**src/sv/ist_pkg.sv**
```systemverilog
// ----------------------------------------------------------------------------
// ist_pkg
// Shared types and constants of the interrupt slot translation block.
// ----------------------------------------------------------------------------
package ist_pkg;

   localparam int ADDR_W   = 41;
   localparam int TGT_W    = 7;
   localparam int HWID_W   = 7;
   localparam int STATUS_W = 2;
   localparam int SLOT_W   = 5;
   localparam int CSR_W    = 64;
   localparam int CSR_IDX_W = 1;
   localparam int REQ_DATA_W = 48;
   localparam int RSP_DATA_W = 56;

   // hardware id field of the interrupt-map address
   localparam int HWID_LSB = 33;
   localparam int HWID_MSB = 39;

   // translation register address = base + (id << 33) + offset + slot * 16
   localparam logic [ADDR_W-1:0] XLAT_REG_BASE = 41'h100fc000000;
   localparam logic [ADDR_W-1:0] TREG_OFFSET   = 41'h200;

   typedef enum logic [STATUS_W-1:0] {
      STATUS_OK         = 2'd0,
      STATUS_UNKNOWN_ID = 2'd1,
      STATUS_FULL       = 2'd2
   } status_type;

   typedef enum logic [CSR_IDX_W-1:0] {
      CSR_PRESENT_LOW  = 1'b0,
      CSR_PRESENT_HIGH = 1'b1
   } csr_index_type;

   // controller to datapath
   typedef struct packed {
      logic take;         // capture accepted item
      logic cnt_read;     // read fill count of the id
      logic cnt_latch;    // latch fill count, restart scan
      logic issue;        // read next slot address
      logic res_unknown;  // finish with unknown id
      logic res_full;     // finish with all slots full
      logic res_hit;      // finish on matching slot
      logic res_claim;    // finish by claiming first free slot
      logic out_load;     // move result into output register
   } cmd_type;

   // datapath to controller
   typedef struct packed {
      logic id_bad;
      logic hit;
      logic more;
      logic pend;
      logic full;
      logic out_free;
   } stat_type;

endpackage

```
**src/sv/ist_ctrl.sv**
```systemverilog
// ----------------------------------------------------------------------------
// ist_ctrl
// Sequencer: accepts an item, checks the id, walks the slots, hands off result.
// ----------------------------------------------------------------------------
module ist_ctrl (
   input  logic              clock,
   input  logic              reset,
   input  logic              req_tvalid,
   output logic              req_tready,
   input  ist_pkg::stat_type st,
   output ist_pkg::cmd_type  cmd
);

   typedef enum logic [4:0] {
      S_IDLE  = 5'b00001,
      S_CHECK = 5'b00010,
      S_COUNT = 5'b00100,
      S_SCAN  = 5'b01000,
      S_FIN   = 5'b10000
   } state_type;

   state_type state_ff, state_in;

   always_comb begin
      state_in   = state_ff;
      cmd        = '0;
      req_tready = 1'b0;
      unique case (state_ff)
         S_IDLE: begin
            req_tready = 1'b1;
            if (req_tvalid) begin
               cmd.take = 1'b1;
               state_in = S_CHECK;
            end
         end
         S_CHECK: begin
            if (st.id_bad) begin
               cmd.res_unknown = 1'b1;
               state_in        = S_FIN;
            end else begin
               cmd.cnt_read = 1'b1;
               state_in     = S_COUNT;
            end
         end
         S_COUNT: begin
            cmd.cnt_latch = 1'b1;
            state_in      = S_SCAN;
         end
         S_SCAN: begin
            if (st.hit) begin
               cmd.res_hit = 1'b1;
               state_in    = S_FIN;
            end else if (st.more) begin
               cmd.issue = 1'b1;
            end else if (!st.pend) begin
               // every used slot compared without a match
               if (st.full) begin
                  cmd.res_full = 1'b1;
               end else begin
                  cmd.res_claim = 1'b1;
               end
               state_in = S_FIN;
            end
         end
         S_FIN: begin
            if (st.out_free) begin
               cmd.out_load = 1'b1;
               state_in     = S_IDLE;
            end
         end
         default: begin
            state_in = S_IDLE;
         end
      endcase
   end

   always_ff @(posedge clock) begin
      if (reset) begin
         state_ff <= S_IDLE;
      end else begin
         state_ff <= state_in;
      end
   end

`ifndef SYNTHESIS
   a_scan_ends_once: assert property (@(posedge clock) disable iff (reset)
      (cmd.res_hit || cmd.res_claim || cmd.res_full || cmd.res_unknown) |=> !req_tready)
      else $error("item finished without passing through result hand-off");
`endif

endmodule

```
**config.mk**
```make
export PLATFORM = sky130hd
export DESIGN_NAME = ist_ctrl
export DESIGN_NICKNAME = d
export VERILOG_FILES = /design/src/sv/ist_pkg.sv /design/src/sv/ist_ctrl.sv
export SDC_FILE = /design/constraint.sdc
export NUM_CORES = 1
export LEC_CHECK = 0
export BUFFER_PORTS_ARGS = -buffer_cell sky130_fd_sc_hd__buf_2
export CORE_AREA = 2 2 39 41
export CTS_BUF_LIST = sky130_fd_sc_hd__clkbuf_8 sky130_fd_sc_hd__clkbuf_16
export DETAILED_ROUTE_END_ITERATION = 8
export DIE_AREA = 0 0 41 43
export HOLD_SLACK_MARGIN = 0.02
export MAX_ROUTING_LAYER = met4
export PLACE_DENSITY = 0.6
export SYNTH_ARGS = -nofsm -noshare
export SYNTH_HDL_FRONTEND = slang
export SYNTH_SLANG_ARGS = --single-unit
```
**constraint.sdc**
```tcl
create_clock -name clock -period 1.5 [get_ports clock]
set_clock_uncertainty 0.2 [all_clocks]
set_input_delay 0.075 -clock clock [delete_from_list [all_inputs] [get_ports clock]]
set_output_delay 0.075 -clock clock [all_outputs]
set_load 0.03 [all_outputs]
```
Word level (Yosys, flattened, before mapping)
Cells that the tools add are included.
{"block": "totals", "latch_bits": 0, "regBits": 5, "mem_bits_ro": 0, "elab_cells": 41, "mem_bits_rw": 0, "input_bits": 9, "n_memories": 0}
{"block": "op_classes", "multipliers": 0, "reduce_logical": 1, "div": 0, "order_cmp": 0, "mux": 30, "eq_ne": 9, "addsub": 0, "bitwise_logic": 0, "shift": 0}
{"operator": "2-to-1 mux 5 bit", "count": 6}
{"operator": "one-hot mux 5 bit (5 select lines)", "count": 1}
{"operator": "2-to-1 mux 1 bit", "count": 22}
{"operator": "inequality test 3 bit (second input constant)", "count": 2}
{"operator": "== test 5 x 1 -> 1 bit (second input constant)", "count": 1}
{"operator": "== test 5 x 2 -> 1 bit (second input constant)", "count": 1}
{"operator": "== test 5 x 3 -> 1 bit (second input constant)", "count": 1}
{"operator": "== test 5 x 4 -> 1 bit (second input constant)", "count": 1}
{"operator": "== test 5 bit (second input constant)", "count": 1}
{"operator": "inequality test 2 bit (second input constant)", "count": 2}
{"operator": "AND reduction 4 bit", "count": 1}
{"operator": "2-to-1 mux 3 bit", "count": 1}

Depth between registers and ports, before layout
Gate-level depths: netlist of run 1.
{"block": "depth", "ltp_word": 5, "mapped_depth": 5}

Worst setup path before layout of run 1
No wires, ideal clock.
{"block": "synth_path", "path_type": "reg-to-output", "from": "reg state_ff[1]", "to": "out cmd[3] (netlist name)", "slack_ns": -0.510, "arrival_ns": 1.735, "required_ns": 1.225, "stages_incl_launch_ff": 5, "cell_sequence": "dfxtp_1 > buf_2 > nor2_4 > nand4b_4 > nor4b_1"}
{"item": "start: declaration", "line_no": "ist_ctrl.sv:22", "rtl": "state_type state_ff, state_in;"}
{"item": "start signal: assignment", "line_no": "ist_ctrl.sv:81", "rtl": "state_ff <= state_in;"}
{"item": "end: declaration", "line_no": "ist_ctrl.sv:11", "rtl": "output ist_pkg::cmd_type cmd"}

==> flow_summary.ini, run 1 <==
[synthesis]
ys.flop_type = dfxtp_1
syn_avg_cell_area_um2 = 8.628
ys_ff_latch = 5
synth_top_cells_by_area = dfxtp_1, nand4b_4, nor2_1
synth.most_common_cell = nor2_1
synth_edf_count = 0
ys_types = 29
yosysTopAreaCellShare = 0.2417
syn_area_um2 = 414.1
yosysTopAreaCell = dfxtp_1
synth_common_cells = nor2_1, dfxtp_1, inv_1, nand2_1, nor4_1
synth_fp_nets = 57
synthCells = 48
synth_seq_area_share = 0.2417
ys_async_sr_fraction = 0
ys_warn_count = 0

[sta]
fmaxAchievable_ghz = 0.6132
setup_tns_ns = -0.6717
rsz0062_at_grt = yes
slew_headroom = 0.7994
tightestPinTransition_ns = 0.2997
slew_viol_final = 0
fin_crit_ns = 1.631
min_period_over_period = 1.087
hold_viol = 0
finalSetupViolCount = 11
layout_setup_ws_ns = -0.1309

[final_layout]
diodes = 0
regMostFlops = state_ff
stdcell_area_um2 = 869.6
reg.largest.list = state_ff (5)
largest_register_ffs = 5
final_nets = 94
drive_gt1_frac = 0.6905
area_growth_syn_to_layout_pct = 110.0

[die]
die_y_um = 43
die_w_um = 41
boundaryPins = 19
start_util = 0.2993
die-area_um2 = 1763
num_rows = 14
core_area_um2 = 1384

[grt]
grt_pass1_wl_um = 2214
grt_use_total = 0.2006
grt_max_degree = 9
grt_pass1_vias = 475
antenna_found_initial = 0
grt_overflow = 0

[clock_network]
cts_buffers = 3
cts.sinks = 5
cts.path.max_buffers = 2
cts_max_level = 1
root_buffer = clkbuf_8
clkLatencyLatePin_ns = 0.23
clk_pin_slew_ns = 0.04
cts_tree = yes

[setup_path]
path_cells = nor2_4 -> nand4b_4 -> buf_6 -> nor4_4 -> buf_4
crit_type = flop to output port
start_kind = flop
arrival_ns = 1.36
cp.required_ns = 1.22
crit_fanout = 6
slowest_stage = dfxtp_4
critPathMaxStageDelay_ns = 0.37
cp-end-kind = output port

[routing]
firstDrtPassIters = 4
drc = 0
detail_route.iter0.violations = 12
vias_per_cell = 5.070
routedWlPerCell_um = 15.65
vias = 507
antenna_left = 0
wirelength_um = 1565

[placed_design]
dpl_worst_slack_ns = -0.05417
place_congestion = 0.7430
dp_hpwl_um = 909.6
io_buffers = 18
dpl_cell_area_um2 = 598.1

[power]
power_density_nw_per_um2 = 1820
ir_drop_mv = 0.9091
p_leak_nw = 0.4086
report.power.total_w = 0.001582

[outcome]
status = finished with violations
violations = negative setup slack

[min_path]
hp-class = primary input to flop

[job]
cap_violations = 0
==> cells in the final DEF (no fill, tap or decap) <==
| cell type | Yosys | layout |
|---|---|---|
| nand3_4 | 0 | 2 |
| nor2_4 | 2 | 3 |
| nand2_2 | 0 | 1 |
| nor4_4 | 0 | 2 |
| and3_1 | 1 | 1 |
| buf_2 | 1 | 8 |
| nand3b_1 | 1 | 1 |
| clkbuf_8 | 0 | 3 |
| o21ai_0 | 1 | 1 |
| and4_1 | 2 | 2 |
| o211a_1 | 1 | 1 |
| o221ai_4 | 0 | 1 |
| o221ai_2 | 1 | 1 |
| and2_4 | 0 | 1 |
| inv_1 | 4 | 4 |
| o21a_1 | 1 | 1 |
| nor2_2 | 0 | 1 |
| buf_6 | 1 | 12 |
| o211ai_1 | 1 | 1 |
| buf_4 | 1 | 12 |
| dlygate4sd3_1 | 0 | 3 |
| dfxtp_4 | 0 | 5 |
| nor4b_2 | 1 | 1 |
| inv_2 | 1 | 1 |
| nand4b_4 | 1 | 1 |
| nor2_1 | 6 | 4 |
| nor3_1 | 1 | 1 |
| nor4b_4 | 0 | 1 |
| xor2_1 | 1 | 1 |
| nor4_1 | 3 | 1 |
| mux2i_1 | 1 | 1 |
| a221oi_2 | 1 | 1 |
| inv_4 | 0 | 1 |
| nand2_1 | 4 | 3 |
==> kinds of logic (layout without fill, tap and decap cells) <==
logic type                after synthesis  in the layout  synth area share
muxes                                   1              1           0.02417
buffers and inverters                   8             44            0.1027
AOI/OAI and AO/OA                       7              7            0.1661
DFF                                     5              5            0.2417
and+or+nand+nor                        26             26            0.4441
xor gates and xnor gates                1              1           0.02115
==> metal layers <==
metal  global-route usage  vias up  wire length, um
met2               0.3250       11              798
met1               0.2154      246              684
met3              0.03141        4               44
met4               0.1200        0               38
li1                     -      246                -
met5                    -        -                0
==> timing repair <==
action	CTS	global route
resized for setup	29	19
setup buffers	5	0
pin swaps	10	2
hold endpoints to repair	5	0
endpoints found under the setup margin	11	13
hold buffers	3	0
==> path summary, 6_finish.rpt <==
| kind | start | cells after the start | slack, ns | endpoint |
|---|---|---|---|---|
| max | state_ff[4] | 5 | -0.13 | cmd[1] |
| min reg2reg | state_ff[4] | 2 | 0.33 | state_ff[4] |
| min | st[0] | 5 | 0.17 | state_ff[4] |
| max reg2reg | state_ff[2] | 5 | -0.04 | state_ff[4] |
==> worst max-delay path, delay by kind of cell, from the launching register on <==
kind,cells,cell delay (ns)
flops,1,0.37
buf+inv,2,0.34
simple gates,3,0.41
==> where the power goes <==
| group | leakage (nW) | internal [W] | switching [W] |
|---|---|---|---|
| Clock | 0.0269 | 0.000176 | 0.0000755 |
| Sequential | 0.0441 | 0.000201 | 0.000102 |
| Combinational | 0.338 | 0.000510 | 0.000517 |
==> through the flow <==
| stage | hold slack, ns | utilization | cells |
|---|---|---|---|
| 2_1_floorplan | -0.05875 | - | 48 |
| 3_3_place_gp | 0.08684 | 0.4322 | 88 |
| 3_5_place_dp | 0.08538 | 0.4322 | 88 |
| 4_1_cts | 0.1755 | 0.5823 | 100 |
| 5_1_grt | 0.2019 | 0.6284 | 100 |
| 6_report | 0.1743 | 0.6284 | 100 |
==> cell type report <==
class / count / area [um^2]
clock buffers: 3 / 41.29
clock inverters: 1 / 3.754
fillers: 116 / 514.2
inverters: 5 / 21.27
multi-input cells: 35 / 369.1
flip-flops and latches: 5 / 118.9
well taps: 16 / 20.02
repair buffers: 35 / 295.3
No activity file was read; power rests on OpenSTA's default activity.
==> run 2: changes to the inputs <==
--- a/config.mk
+++ b/config.mk
@@ -10,6 +10,7 @@
 export CTS_BUF_LIST = sky130_fd_sc_hd__clkbuf_8 sky130_fd_sc_hd__clkbuf_16
 export DETAILED_ROUTE_END_ITERATION = 8
 export DIE_AREA = 0 0 41 43
+export GPL_TIMING_DRIVEN = 0
 export HOLD_SLACK_MARGIN = 0.02
 export MAX_ROUTING_LAYER = met4
 export PLACE_DENSITY = 0.6
==> flow_summary.ini, run 2 (synthesis results as in run 1) <==
[outcome]
violations = negative setup slack
status = finished with violations

[die]
start_util = 0.2993
core_area_um2 = 1384
boundaryPins = 19
num_rows = 14
die_w_um = 41
die-area_um2 = 1763
die_y_um = 43

[setup_path]
arrival_ns = 1.41
r2r_setup_slack_ns = -0.06
r2r-start = state_ff[2]
cp.required_ns = 1.22
reg2regPathDepth = 6
crit_path_start = state_ff[0]
crit_fanout = 5
cp-end-kind = output port
crit_type = flop to output port
start_kind = flop

[power]
report.power.total_w = 0.001666
power_density_nw_per_um2 = 1775
ir_drop_mv = 1.063
p_leak_nw = 0.4409

[final_layout]
drive_gt1_frac = 0.7303
final_cell_mix = buf_6, buf_4, buf_2
regMostFlops = state_ff
reg.largest.list = state_ff (5)
diodes = 0
final_nets = 99
largest_register_ffs = 5
area_growth_syn_to_layout_pct = 126.6
nFillCells = 97

[routing]
vias = 529
drc = 0
firstDrtPassIters = 4
wirelength_um = 1529
routedWlPerCell_um = 14.56
antenna_left = 0
vias_per_cell = 5.038
detail_route.iter0.violations = 2

[clock_network]
cts.sinks = 5
root_buffer = clkbuf_8
cts.path.max_buffers = 2
cts_buffers = 3
clkLatencyLatePin_ns = 0.22
cts_max_level = 1
clk_pin_slew_ns = 0.03
cts_tree = yes

[sta]
tightestPinTransition_ns = 0.2732
min_period_over_period = 1.120
fin_crit_ns = 1.681
rsz0062_at_grt = yes
setup_tns_ns = -0.7084
slew_headroom = 0.8179
fmaxAchievable_ghz = 0.5950
finalSetupViolCount = 8
hold_viol = 0
slew_viol_final = 0
layout_setup_ws_ns = -0.1806

[grt]
grt_use_total = 0.1800
antenna_found_initial = 0
grt_pass1_vias = 511
grt_max_degree = 11
grt_pass1_wl_um = 2104
grt_overflow = 0

[min_path]
min_from = st[0]
hp-class = primary input to flop
whs_path_depth = 5

[job]
cap_violations = 0

[placed_design]
io_buffers = 18
place_congestion = 0.7091
dp_hpwl_um = 774.5
-- run 2: cell type report --
| type | instances | area, um^2 | area share |
|---|---|---|---|
| multi-input cells | 35 | 386.6 | 0.4120 |
| inverters | 5 | 18.77 | 0.02000 |
| clock inverters | 1 | 3.754 | 0.004000 |
| well taps | 16 | 20.02 | 0.02133 |
| plain buffers | 1 | 11.26 | 0.01200 |
| clock buffers | 3 | 41.29 | 0.04400 |
| flip-flops and latches | 5 | 115.1 | 0.1227 |
| repair buffers | 39 | 341.6 | 0.3640 |
-- run 2: worst max-delay path: stages, from the launching register on --
cell and delay, ns:
dfxtp_4 0.35, buf_12 0.13, nor4_4 0.28, buf_4 0.15, and3_1 0.15, buf_6 0.13
-- run 2: repair_timing --
item                                    CTS  global route
hold buffers                              3             0
pin swaps                                 9            10
endpoints found under the setup margin   13            15
resized for setup                        25            26
buffers inserted                         12             6
endpoints found under the hold margin     5             0
-- run 2: metal layers --
metal | vias up | track usage | routed length (um)
li1 | 255 | - | -
met1 | 253 | 0.2058 | 628
met2 | 15 | 0.3000 | 808
met3 | 6 | 0.03141 | 47
met4 | 0 | 0.06000 | 45
met5 | - | - | 0
-- run 2: where the power goes --
| group | switching [W] | internal (W) |
|---|---|---|
| Sequential | 0.0000579 | 0.000196 |
| Combinational | 0.000566 | 0.000608 |
| Clock | 0.0000625 | 0.000175 |
| Total | 0.000686 | 0.000980 |
-- run 2: path summary, 6_finish.rpt --
check / end
hold reg to reg: state_ff[4]
setup reg to reg: state_ff[4]
hold / removal: state_ff[4]
setup / recovery: cmd[4]
-- run 2: stage by stage --
step | utilization | worst slack (ns) | cell area [um^2] | hold WS, ns | instances
global placement | 0.4005 | -0.09990 | 554.3 | 0.08338 | 82
floorplan | - | 0.02051 | 444.2 | -0.05875 | 48
global route | 0.6781 | -0.2368 | 938.4 | 0.2177 | 105
detailed placement | 0.4005 | -0.1329 | 554.3 | 0.08951 | 82
finish | 0.6781 | -0.1806 | 938.4 | 0.1760 | 105
CTS | 0.5886 | -0.1525 | 814.5 | 0.1997 | 100
==> run 3: changes to the inputs <==
--- a/config.mk
+++ b/config.mk
@@ -6,14 +6,17 @@
 export NUM_CORES = 1
 export LEC_CHECK = 0
 export BUFFER_PORTS_ARGS = -buffer_cell sky130_fd_sc_hd__buf_2
-export CORE_AREA = 2 2 39 41
+export CELL_PAD_IN_SITES_DETAIL_PLACEMENT = 0
+export CELL_PAD_IN_SITES_GLOBAL_PLACEMENT = 1
+export CORE_MARGIN = 2
+export CORE_UTILIZATION = 27
 export CTS_BUF_LIST = sky130_fd_sc_hd__clkbuf_8 sky130_fd_sc_hd__clkbuf_16
 export DETAILED_ROUTE_END_ITERATION = 8
-export DIE_AREA = 0 0 41 43
 export GPL_TIMING_DRIVEN = 0
 export HOLD_SLACK_MARGIN = 0.02
 export MAX_ROUTING_LAYER = met4
-export PLACE_DENSITY = 0.6
+export PLACE_DENSITY = 0.71
+export SLEW_MARGIN = 5
 export SYNTH_ARGS = -nofsm -noshare
 export SYNTH_HDL_FRONTEND = slang
 export SYNTH_SLANG_ARGS = --single-unit
==> flow_summary.ini, run 3 (synthesis results as in run 1) <==
[setup_path]
start_kind = flop
arrival_ns = 1.33
cp.required_ns = 1.22
crit_fanout = 3
crit_type = flop to output port
reg2regPathDepth = 6
cp-end-kind = output port
r2r_setup_slack_ns = -0.04

[grt]
grt_busiest_layer = met2
antenna_found_initial = 0
grt_use_met1 = 0.1692
grt_pass1_wl_um = 1959
grt.met3_usage = 0.02553
grt_max_degree = 11
grt_use_total = 0.1458
grt_overflow = 0
use_met2 = 0.2388
grt_pass1_vias = 461

[final_layout]
drive_gt1_frac = 0.6897
area_growth_syn_to_layout_pct = 116.6
final_nets = 97
reg.largest.list = state_ff (5)
final_cell_mix = buf_4, buf_6, buf_2, nor2_1
diodes = 0
final_core_util = 0.6097
final_common_cell = buf_4
largest_register_ffs = 5
instances_no_fill = 103
regMostFlops = state_ff

[sta]
fmaxAchievable_ghz = 0.6228
min_period_over_period = 1.070
layout_setup_ws_ns = -0.1057
setup_tns_ns = -0.4134
tightestPinTransition_ns = 0.2723
finalSetupViolCount = 7
hold_viol = 0
fin_crit_ns = 1.606
slew_headroom = 0.8185
slew_viol_final = 0
rsz0062_at_grt = yes

[routing]
drc = 0
firstDrtPassIters = 4
vias_per_cell = 4.951
vias = 510
routedWlPerCell_um = 12.28
wirelength_um = 1265
detail_route.iter0.violations = 5
antenna_left = 0

[placed_design]
dp_hpwl_um = 741.6
io_buffers = 18
place_congestion = 0.6465
dpl_worst_slack_ns = -0.1097
dpl.cell_count = 82

[clock_network]
root_buffer = clkbuf_8
cts.sinks = 5
clk_pin_slew_ns = 0.03
cts_tree = yes
cts.path.max_buffers = 2
cts_buffers = 3
clkLatencyLatePin_ns = 0.22
cts_max_level = 1

[job]
cap_violations = 0

[die]
boundaryPins = 19
num_rows = 14
die-area_um2 = 1863
core_area_um2 = 1471
start_util = 0.2815
die_w_um = 43.17
die_y_um = 43.17

[outcome]
status = finished with violations
violations = negative setup slack

[power]
report.power.total_w = 0.001536
ir_drop_mv = 1.153
power_density_nw_per_um2 = 1712
p_leak_nw = 0.4014

[min_path]
hp-class = primary input to flop
whs_path_depth = 5
run 3: area by class of cell:
cell class	count	area, um^2
tap	16	20.02
fill	126	574.3
clock inverter	1	3.754
timing repair buffer	37	319.1
buffer	1	11.26
inverter	5	18.77
sequential	5	115.1
clock buffer	3	41.29
multi-input combinational	35	367.9
run 3: report_power, final:
part	internal [W]	switching, W	leakage (nW)	total [W]
Sequential	0.000196	0.0000638	0.0434	0.000260
Combinational	0.000540	0.000493	0.331	0.00103
Clock	0.000176	0.0000679	0.0269	0.000243
Total	0.000911	0.000624	0.401	0.00154
run 3: final timing paths:
check               from          end
max          state_ff[0]       cmd[7]
min                st[0]  state_ff[4]
max reg2reg  state_ff[2]  state_ff[4]
min reg2reg  state_ff[4]  state_ff[4]
run 3: metal layers:
layer / share of wire / vias to the layer above / routed length [um]
met5: 0 / - / 0
met4: 0.028 / 0 / 35
met3: 0.025 / 5 / 31
met2: 0.52 / 10 / 655
met1: 0.43 / 237 / 543
li1: - / 258 / -
run 3: repair_timing:
action	4_1_cts	5_1_grt
pin swaps	12	12
hold buffers	3	0
gates resized for setup	22	23
setup buffers	13	4
endpoints found under the setup margin	14	15
endpoints found under the hold margin	5	0
run 3: metrics by stage:
stage          cell area, um^2  hold slack [ns]
3_3_place_gp             554.3          0.08980
2_1_floorplan            444.2         -0.05875
4_1_cts                  798.3           0.1858
6_report                 897.1           0.1814
3_5_place_dp             554.3          0.09161
5_1_grt                  897.1           0.2310
run 3: critical path, cell delays in order, from the launching register on:
cell     delay [ns]
dfxtp_4        0.35
buf_12         0.12
nor4_4         0.26
nand2_1        0.10
nor2_1         0.12
buf_6          0.15
